--- src/rtl/assert_macros.svh ---
// Assertion macros for the top-level RTL file of the rounding unit.
`ifndef ASSERT_MACROS_SVH
`define ASSERT_MACROS_SVH

// Check a property on every rising edge of clk, outside synchronous reset.
`define ASSERT_CLK(label, prop, msg) \
  label: assert property (@(posedge clk) disable iff (!rst_n) (prop)) else $error(msg);

// Check an implication whose consequent holds in the cycle after the antecedent, outside synchronous reset.
`define ASSERT_NEXT(label, ante, cons, msg) \
  label: assert property (@(posedge clk) disable iff (!rst_n) (ante) |=> (cons)) \
    else $error(msg);

`endif

--- src/rtl/mcrh_pkg.sv ---
// Package for the ML-DSA coefficient rounding and hint unit: types and constants.
`default_nettype none

package mcrh_pkg;

  localparam int unsigned COEF_W = 23;
  localparam int unsigned HIGH_W = 10;
  localparam int unsigned LOWS_W = 19;
  localparam int unsigned HB_W   = 6;
  localparam int unsigned T_W    = 16;
  localparam int unsigned PROD_W = 30;
  localparam int unsigned DIFF_W = 25;
  localparam int unsigned D_BITS = 13;

  localparam logic [COEF_W-1:0] Q         = 23'd8380417;
  localparam logic [COEF_W-1:0] Q_HALF    = 23'd4190208;
  localparam logic [COEF_W-1:0] TWO_G_WIDE   = 23'd523776;
  localparam logic [COEF_W-1:0] TWO_G_NARROW = 23'd190464;
  localparam logic [COEF_W-1:0] P2R_HALF  = 23'd4096;
  localparam logic [COEF_W-1:0] P2R_STEP  = 23'd8192;

  localparam logic [PROD_W-1:0] MUL_WIDE    = 30'd1025;
  localparam logic [PROD_W-1:0] MUL_NARROW  = 30'd11275;
  localparam logic [PROD_W-1:0] RND_WIDE    = 30'd2097152;
  localparam logic [PROD_W-1:0] RND_NARROW  = 30'd8388608;
  localparam logic [COEF_W:0]   ROUND_ADD   = 24'd127;

  localparam logic [HB_W-1:0] HB_MAX_NARROW = 6'd43;
  localparam logic [HB_W-1:0] MOD_WIDE      = 6'd16;
  localparam logic [HB_W-1:0] MOD_NARROW    = 6'd44;

  typedef enum logic [1:0] {
    KIND_P2R     = 2'd0,
    KIND_DECOMP  = 2'd1,
    KIND_MKHINT  = 2'd2,
    KIND_USEHINT = 2'd3
  } kind_t;

endpackage

`default_nettype wire

--- src/rtl/mldsa_coeff_round_hint_unit.sv ---
// Top level of the ML-DSA coefficient rounding and hint unit (five-stage pipeline).
`default_nettype none
`include "assert_macros.svh"

// Takes one transaction per cycle while in_ready is high, passing it through the
// pipeline stages in turn; each stage holds only while the stage
// after it is full and stalled, so bubbles close up under output back-pressure.
// Stage 1 reduces the inputs and does Power2Round and w - cs2, stage 2 adds ct0
// and forms the rounded 16-bit quotient, stage 3 runs the HighBits constant
// multiplies, stage 4 forms r - r1*2*gamma2 and the hint flag, and the output
// stage centers r0, applies the hint and selects the fields. gamma2_mode resets
// to 1 (gamma2 = (q-1)/32) and must only be written while the pipeline is empty.
module mldsa_coeff_round_hint_unit (
  input  wire                                 clk,
  input  wire                                 rst_n,
  input  wire                                 cfg_valid,
  output logic                                cfg_ready,
  input  wire                                 cfg_gamma2_mode,
  input  wire                                 in_valid,
  output logic                                in_ready,
  input  wire  [1:0]                          in_kind,
  input  wire  [mcrh_pkg::COEF_W-1:0]         in_coef_a,
  input  wire  [mcrh_pkg::COEF_W-1:0]         in_coef_b,
  input  wire  [mcrh_pkg::COEF_W-1:0]         in_coef_c,
  input  wire                                 in_hint_in,
  output logic                                out_valid,
  input  wire                                 out_ready,
  output logic [mcrh_pkg::HIGH_W-1:0]         out_high_part,
  output logic [mcrh_pkg::COEF_W-1:0]         out_low_mod_q,
  output logic signed [mcrh_pkg::LOWS_W-1:0]  out_low_signed,
  output logic                                out_hint_out
);

  logic mode_r;

  logic en1, en2, en3, en4, en5;
  logic v1_r, v2_r, v3_r, v4_r, v5_r;

  // stage 1
  mcrh_pkg::kind_t            kind1_r, kind2_r, kind3_r, kind4_r;
  logic                       hint1_r, hint2_r, hint3_r, hint4_r;
  logic [mcrh_pkg::COEF_W-1:0] a1_r, a2_r, a3_r;
  logic [mcrh_pkg::COEF_W-1:0] rz1_r, c1_r;
  logic [mcrh_pkg::HIGH_W-1:0] ph1_r, ph2_r, ph3_r, ph4_r;
  logic [mcrh_pkg::COEF_W-1:0] pl1_r, pl2_r, pl3_r, pl4_r;
  // stage 2
  logic [mcrh_pkg::T_W-1:0]    t1_r, t2_r;
  // stage 3
  logic [mcrh_pkg::HB_W-1:0]   h1_r, h2_r;
  // stage 4
  logic [mcrh_pkg::HB_W-1:0]   h4_r;
  logic signed [mcrh_pkg::DIFF_W-1:0] l4_r;
  logic                        hout4_r;
  // output stage
  logic [mcrh_pkg::HIGH_W-1:0] hi5_r;
  logic [mcrh_pkg::COEF_W-1:0] lmq5_r;
  logic signed [mcrh_pkg::LOWS_W-1:0] ls5_r;
  logic                        hout5_r;

  // stage 1 logic
  logic [mcrh_pkg::COEF_W-1:0] a_c, b_c, c_c, rz_nxt, pl_nxt;
  logic [mcrh_pkg::HIGH_W-1:0] ph_nxt;
  logic [mcrh_pkg::COEF_W:0]   rz_sum;
  // stage 2 logic
  logic [mcrh_pkg::COEF_W:0]   r_sum, r_red, x1, x2, x1_rnd, x2_rnd;
  // stage 3 logic
  logic [mcrh_pkg::PROD_W-1:0] m1, m2;
  logic [mcrh_pkg::HB_W-1:0]   h1_nxt, h2_nxt;
  // stage 4 logic
  logic [mcrh_pkg::COEF_W-1:0] twog, prod;
  // output stage logic
  logic signed [mcrh_pkg::DIFF_W-1:0] l_cent;
  logic [mcrh_pkg::HB_W-1:0]   hmod, h_adj;
  logic [mcrh_pkg::HIGH_W-1:0] hi_nxt;
  logic [mcrh_pkg::COEF_W-1:0] lmq_nxt;
  logic signed [mcrh_pkg::LOWS_W-1:0] ls_nxt;
  logic                        hout_nxt;

  assign cfg_ready = 1'b1;

  assign en5      = !v5_r || out_ready;
  assign en4      = !v4_r || en5;
  assign en3      = !v3_r || en4;
  assign en2      = !v2_r || en3;
  assign en1      = !v1_r || en2;
  assign in_ready = en1;

  always_ff @(posedge clk) begin
    if (!rst_n) begin
      mode_r <= 1'b1;
    end else if (cfg_valid && cfg_ready) begin
      mode_r <= cfg_gamma2_mode;
    end
  end

  always_ff @(posedge clk) begin
    if (!rst_n) begin
      v1_r <= 1'b0;
      v2_r <= 1'b0;
      v3_r <= 1'b0;
      v4_r <= 1'b0;
      v5_r <= 1'b0;
    end else begin
      if (en1) v1_r <= in_valid;
      if (en2) v2_r <= v1_r;
      if (en3) v3_r <= v2_r;
      if (en4) v4_r <= v3_r;
      if (en5) v5_r <= v4_r;
    end
  end

  // stage 1: reduce, power2round, w - cs2
  always_comb begin
    a_c = (in_coef_a >= mcrh_pkg::Q) ? in_coef_a - mcrh_pkg::Q : in_coef_a;
    b_c = (in_coef_b >= mcrh_pkg::Q) ? in_coef_b - mcrh_pkg::Q : in_coef_b;
    c_c = (in_coef_c >= mcrh_pkg::Q) ? in_coef_c - mcrh_pkg::Q : in_coef_c;
    rz_sum = (a_c >= b_c) ? {1'b0, a_c} - {1'b0, b_c}
                          : {1'b0, a_c} + {1'b0, mcrh_pkg::Q} - {1'b0, b_c};
    rz_nxt = rz_sum[mcrh_pkg::COEF_W-1:0];
    ph_nxt = a_c[mcrh_pkg::COEF_W-1:mcrh_pkg::D_BITS];
    pl_nxt = {10'd0, a_c[mcrh_pkg::D_BITS-1:0]};
    if (pl_nxt > mcrh_pkg::P2R_HALF) begin
      pl_nxt = pl_nxt + mcrh_pkg::Q - mcrh_pkg::P2R_STEP;
      ph_nxt = ph_nxt + 10'd1;
    end
  end

  always_ff @(posedge clk) begin
    if (en1) begin
      kind1_r <= mcrh_pkg::kind_t'(in_kind);
      hint1_r <= in_hint_in;
      a1_r    <= a_c;
      rz1_r   <= rz_nxt;
      c1_r    <= c_c;
      ph1_r   <= ph_nxt;
      pl1_r   <= pl_nxt;
    end
  end

  // stage 2: add ct0, shift down by 7 bits rounding up
  always_comb begin
    r_sum  = {1'b0, rz1_r} + {1'b0, c1_r};
    r_red  = (r_sum >= {1'b0, mcrh_pkg::Q}) ? r_sum - {1'b0, mcrh_pkg::Q} : r_sum;
    x1     = (kind1_r == mcrh_pkg::KIND_MKHINT) ? r_red : {1'b0, a1_r};
    x2     = {1'b0, rz1_r};
    x1_rnd = x1 + mcrh_pkg::ROUND_ADD;
    x2_rnd = x2 + mcrh_pkg::ROUND_ADD;
  end

  always_ff @(posedge clk) begin
    if (en2) begin
      kind2_r <= kind1_r;
      hint2_r <= hint1_r;
      a2_r    <= a1_r;
      ph2_r   <= ph1_r;
      pl2_r   <= pl1_r;
      t1_r    <= x1_rnd[mcrh_pkg::COEF_W-1:7];
      t2_r    <= x2_rnd[mcrh_pkg::COEF_W-1:7];
    end
  end

  // stage 3: HighBits multiply-shift
  always_comb begin
    if (mode_r) begin
      m1     = {14'd0, t1_r} * mcrh_pkg::MUL_WIDE + mcrh_pkg::RND_WIDE;
      m2     = {14'd0, t2_r} * mcrh_pkg::MUL_WIDE + mcrh_pkg::RND_WIDE;
      h1_nxt = {2'b00, m1[25:22]};
      h2_nxt = {2'b00, m2[25:22]};
    end else begin
      m1     = {14'd0, t1_r} * mcrh_pkg::MUL_NARROW + mcrh_pkg::RND_NARROW;
      m2     = {14'd0, t2_r} * mcrh_pkg::MUL_NARROW + mcrh_pkg::RND_NARROW;
      h1_nxt = (m1[29:24] > mcrh_pkg::HB_MAX_NARROW) ? '0 : m1[29:24];
      h2_nxt = (m2[29:24] > mcrh_pkg::HB_MAX_NARROW) ? '0 : m2[29:24];
    end
  end

  always_ff @(posedge clk) begin
    if (en3) begin
      kind3_r <= kind2_r;
      hint3_r <= hint2_r;
      a3_r    <= a2_r;
      ph3_r   <= ph2_r;
      pl3_r   <= pl2_r;
      h1_r    <= h1_nxt;
      h2_r    <= h2_nxt;
    end
  end

  // stage 4: r - r1 * 2 * gamma2, hint flag
  always_comb begin
    twog = mode_r ? mcrh_pkg::TWO_G_WIDE : mcrh_pkg::TWO_G_NARROW;
    prod = {17'd0, h1_r} * twog;
  end

  always_ff @(posedge clk) begin
    if (en4) begin
      kind4_r <= kind3_r;
      hint4_r <= hint3_r;
      ph4_r   <= ph3_r;
      pl4_r   <= pl3_r;
      h4_r    <= h1_r;
      hout4_r <= (h1_r != h2_r);
      l4_r    <= $signed({2'b00, a3_r}) - $signed({2'b00, prod});
    end
  end

  // output stage: center r0, apply hint, select fields
  always_comb begin
    l_cent = (l4_r > $signed({2'b00, mcrh_pkg::Q_HALF}))
           ? l4_r - $signed({2'b00, mcrh_pkg::Q}) : l4_r;
    hmod   = mode_r ? mcrh_pkg::MOD_WIDE : mcrh_pkg::MOD_NARROW;
    h_adj  = h4_r;
    if (hint4_r) begin
      if (l_cent > 0) begin
        h_adj = (h4_r + 6'd1 == hmod) ? '0 : h4_r + 6'd1;
      end else begin
        h_adj = (h4_r == '0) ? hmod - 6'd1 : h4_r - 6'd1;
      end
    end
    hi_nxt   = '0;
    lmq_nxt  = '0;
    ls_nxt   = '0;
    hout_nxt = 1'b0;
    case (kind4_r)
      mcrh_pkg::KIND_P2R: begin
        hi_nxt  = ph4_r;
        lmq_nxt = pl4_r;
      end
      mcrh_pkg::KIND_DECOMP: begin
        hi_nxt = {4'd0, h4_r};
        ls_nxt = l_cent[mcrh_pkg::LOWS_W-1:0];
      end
      mcrh_pkg::KIND_MKHINT: begin
        hout_nxt = hout4_r;
      end
      mcrh_pkg::KIND_USEHINT: begin
        hi_nxt = {4'd0, h_adj};
      end
      default: begin
        hi_nxt = '0;
      end
    endcase
  end

  always_ff @(posedge clk) begin
    if (en5) begin
      hi5_r   <= hi_nxt;
      lmq5_r  <= lmq_nxt;
      ls5_r   <= ls_nxt;
      hout5_r <= hout_nxt;
    end
  end

  assign out_valid      = v5_r;
  assign out_high_part  = hi5_r;
  assign out_low_mod_q  = lmq5_r;
  assign out_low_signed = ls5_r;
  assign out_hint_out   = hout5_r;

  `ASSERT_NEXT(a_accept_fills, in_valid && in_ready, v1_r, "accepted transaction not captured")
  `ASSERT_NEXT(a_stall_holds, out_valid && !out_ready, out_valid && $stable(out_high_part),
               "stalled result changed")
  `ASSERT_CLK(a_lmq_range, !out_valid || (out_low_mod_q < mcrh_pkg::Q),
              "low_mod_q not reduced")
  `ASSERT_CLK(a_ls_range, !out_valid || ((out_low_signed <= 19'sd261888) &&
              (out_low_signed >= -19'sd261888)), "low_signed out of range")

endmodule

`default_nettype wire

--- config.mk ---
export PLATFORM = sky130hd
export DESIGN_NAME = mldsa_coeff_round_hint_unit
export DESIGN_NICKNAME = d
export VERILOG_FILES = /design/src/rtl/mcrh_pkg.sv /design/src/rtl/mldsa_coeff_round_hint_unit.sv
export VERILOG_INCLUDE_DIRS = /design/src /design/src/rtl
export SDC_FILE = /design/constraint.sdc
export NUM_CORES = 1
export LEC_CHECK = 0
export ABC_AREA = 1
export BUFFER_PORTS_ARGS = -buffer_cell sky130_fd_sc_hd__buf_2
export CAP_MARGIN = 30
export CORE_ASPECT_RATIO = 0.9
export CORE_UTILIZATION = 34
export DETAILED_ROUTE_END_ITERATION = 16
export GPL_TIMING_DRIVEN = 0
export RECOVER_POWER = 50
export SLEW_MARGIN = 15
export SYNTH_ARGS = -nofsm -noshare
export SYNTH_HDL_FRONTEND = slang
export SYNTH_SLANG_ARGS = --single-unit
--- constraint.sdc ---
create_clock -name clk -period 23.2 [get_ports clk]
set_input_delay 4.64 -clock clk [delete_from_list [all_inputs] [get_ports clk]]
set_output_delay 4.64 -clock clk [all_outputs]
set_load 0.02 [all_outputs]
==> impl_metrics.ini <==
[run_status]
status = finished, violations left
failed_checks = capacitance limit, slew limit

[clocking]
count_of_hold_buffers_inserted_by_post_cts_repair = 0
number_of_cts_inserted_buffers = 40
cts_resized = 0
clk_path_buf_depth = 3
numClockSinks = 353
clockRootBuffer = sky130_fd_sc_hd__clkbuf_16
cts_max_level = 2
cts_tree = built
post_cts_buffers = 0
cts.clk_slew.worst_paths_ps = 60
clkLatencyLatePin_ps = 600

[critical_path]
critical_path.most_common_cell = sky130_fd_sc_hd__nor2_1
setup.worst_path.class = primary input to primary output
critical_path_arrival_ps = 8030
worst-path-max-fanout = 41
critical-path-max-stage-delay_ps = 660
critical_path.startpoint_type = primary input
worstPathCellList = buf_2 -> nor2_1 -> inv_1 -> nor2_1 -> clkinvlp_2 -> nor2_1 -> clkinvlp_2 -> nor2_1 -> nand2_4 -> buf_2
critical_path_top_delay_cell = sky130_fd_sc_hd__clkinvlp_2
cp-end-kind = primary output
critPathTopFamily = buffers and inverters
worst_ep_required_time_ps = 18560
crit_buf_inv = 5
rrSetupSlack_ps = 17060

[global_routing]
via_count_of_the_first_global_routing_pass = 22300
grt_use_total_pct = 16.5
grt_start_max_net_pins = 60
antenna_found_initial = 1
wire_length_of_the_first_global_routing_pass_mm = 119
globalRouteOverflowTotal = 0

[sta]
final_critical_delay_including_setup_and_external_delays_ps = 12670
min_period_over_period_pct = 54.6
fin_worst_hold_slack_ps = 378
worst_pin_slew_ps = 3290
setup_violations = 0
timing_max_transition_violations_final = 88
final_hold_vio_count = 0
fin_tns_setup_ps = 0
max_clock_freq_ghz = 0.0789
relSlewSlack_pct = -119
unrepaired_setup_endpoints_after_global_routing = no
clock-skew-final_ps = 63.3

[die]
floorplan.core_area_sq_mm = 0.0883
io_pins = 134
initial_core_util_pct = 34.5
die_y_um = 286
core.rowCount = 103
dieArea_sq_mm = 0.0908
chipWidth_um = 318

[synthesis]
yosysWarnings = 0
ys_seq_elements = 353
postSynth.topFlopCell = sky130_fd_sc_hd__edfxtp_1
syn_avg_cell_area_sq_um = 8.86
synth-edff-count = 347
yosysSeqAreaShare_pct = 34.6
syn-num-nets = 4083
netlist_instances = 3440
synthesis.area_sq_mm = 0.0305
postSynth.asyncResetShare_pct = 0
synth_cell_types = 57

[drt]
detailedRoute.firstIterationViolations = 1527
route.detailed.drc = 0
wl_mm = 75.1
final_antenna_net_count = 0
detail_route.vias_per_cell = 4.77
routedWlPerCell_um = 15.6
via_count = 23000
pre_antenna_drt_iters = 6

[finish]
most_used_cells_in_the_layout_excluding_fill_and_tap_cells = sky130_fd_sc_hd__inv_1 (671), sky130_fd_sc_hd__nand2_1 (598), sky130_fd_sc_hd__ha_1 (445)
antennaDiodeCount = 0
areaGrowthSynthToFinish_pct = 11.4
multi_input_area_sq_mm = 0.0171
final.fill_count = 8975
nets = 4264
share_of_post_route_cells_with_drive_strength_above_1_pct = 7.50
register_area_sq_mm = 0.0105
final_common_cell = sky130_fd_sc_hd__inv_1
postLayoutCellArea_sq_mm = 0.0339
finalNonFillerCells = 4808

[run]
cap_viol_max_count = 2

[placed_design]
gp_routability_congestion = 0.929
numPlacedInstances = 4733
place.detailed.hpwl_mm = 62.6
detailed_place.area_sq_mm = 0.0327
placement.io_buffers = 132

[min_path]
hold_class = register to register
==> kinds of logic after synthesis <==
| family | share of synthesized area (%) |
|---|---|
| AOI/OAI and AO/OA | 6.29 |
| xor gates and xnor gates | 5.39 |
| adders and majority gates | 26.2 |
| buffers and inverters | 9.10 |
| DFF | 34.6 |
| muxes | 0.0328 |
| other | 0.0123 |
| and+or+nand+nor | 18.4 |
==> per-layer routing <==
metal / vias up / track usage (%) / wire length [um]
li1: 11700 / - / -
met5: - / 0 / 0
met1: 10700 / 23.1 / 36800
met4: 0 / 3.90 / 1730
met3: 94 / 2.27 / 3250
met2: 501 / 27.0 / 33300
==> worst register-to-register path: cells and delay by family, from the launching register on <==
family | cells | cell delay, ps
XOR/XNOR | 1 | 210
buffers and inverters | 4 | 180
flip-flops | 1 | 560
AND/OR/NAND/NOR | 7 | 610
adder cells (fa/ha/maj) | 7 | 3050
AO/OA/AOI/OAI | 5 | 1220
==> path summary, 6_finish.rpt <==
path,from,end,cells past startpoint
max,out_ready,in_ready,10
max reg2reg,t2_r[3],h2_r[0],24
min reg2reg,hint3_r,hint4_r,0
min,hint3_r,hint4_r,0
==> metrics by stage <==
stage	utilization, %	worst slack [ps]
detailed placement	37.1	11620
CTS	38.6	11630
floorplan	-	7830
global placement	36.9	4050
global route	38.5	10050
finish	38.5	10530
==> synthesized netlist by cell type, types with 10 or more instances <==
| master | count | area [sq um] |
|---|---|---|
| sky130_fd_sc_hd__nand3_1 | 152 | 761 |
| sky130_fd_sc_hd__inv_1 | 673 | 2530 |
| sky130_fd_sc_hd__o21ai_0 | 90 | 450 |
| sky130_fd_sc_hd__nor3_1 | 62 | 310 |
| sky130_fd_sc_hd__nand4_1 | 56 | 350 |
| sky130_fd_sc_hd__a21oi_1 | 151 | 756 |
| sky130_fd_sc_hd__buf_4 | 12 | 90.1 |
| sky130_fd_sc_hd__ha_1 | 445 | 5570 |
| sky130_fd_sc_hd__nand2_2 | 34 | 213 |
| sky130_fd_sc_hd__or2_2 | 14 | 87.6 |
| sky130_fd_sc_hd__clkbuf_1 | 21 | 78.8 |
| sky130_fd_sc_hd__xor2_1 | 144 | 1260 |
| sky130_fd_sc_hd__xnor2_1 | 40 | 350 |
| sky130_fd_sc_hd__nor2_1 | 296 | 1110 |
| sky130_fd_sc_hd__nand2_1 | 598 | 2240 |
| sky130_fd_sc_hd__a21boi_0 | 10 | 75.1 |
| sky130_fd_sc_hd__nor4_1 | 20 | 125 |
| sky130_fd_sc_hd__edfxtp_1 | 347 | 10400 |
| sky130_fd_sc_hd__o21bai_1 | 14 | 105 |
| sky130_fd_sc_hd__fa_1 | 120 | 2400 |
==> state kept, by name, summed over array words and instances (netlist names), 15 cells and up <==
name	cells
a2_r	23
pl4_r	15
a1_r	23
a3_r	23
out_low_signed	19
rz1_r	23
pl2_r	15
l4_r	24
c1_r	23
pl1_r	15
pl3_r	15
t1_r	16
t2_r	16
out_low_mod_q	15
==> area by class of cell <==
class	instances	share of cell area (%)
timing repair buffer	139	2.15
multi-input combinational	2367	50.4
sequential	353	31.1
inverter	682	7.56
clock buffer	50	3.09
tap	1155	4.26
clock inverter	24	0.921
buffer	38	0.601
Power is not shown: default switching activity piles up to over one toggle a cycle in this logic, so the estimate is an artifact.
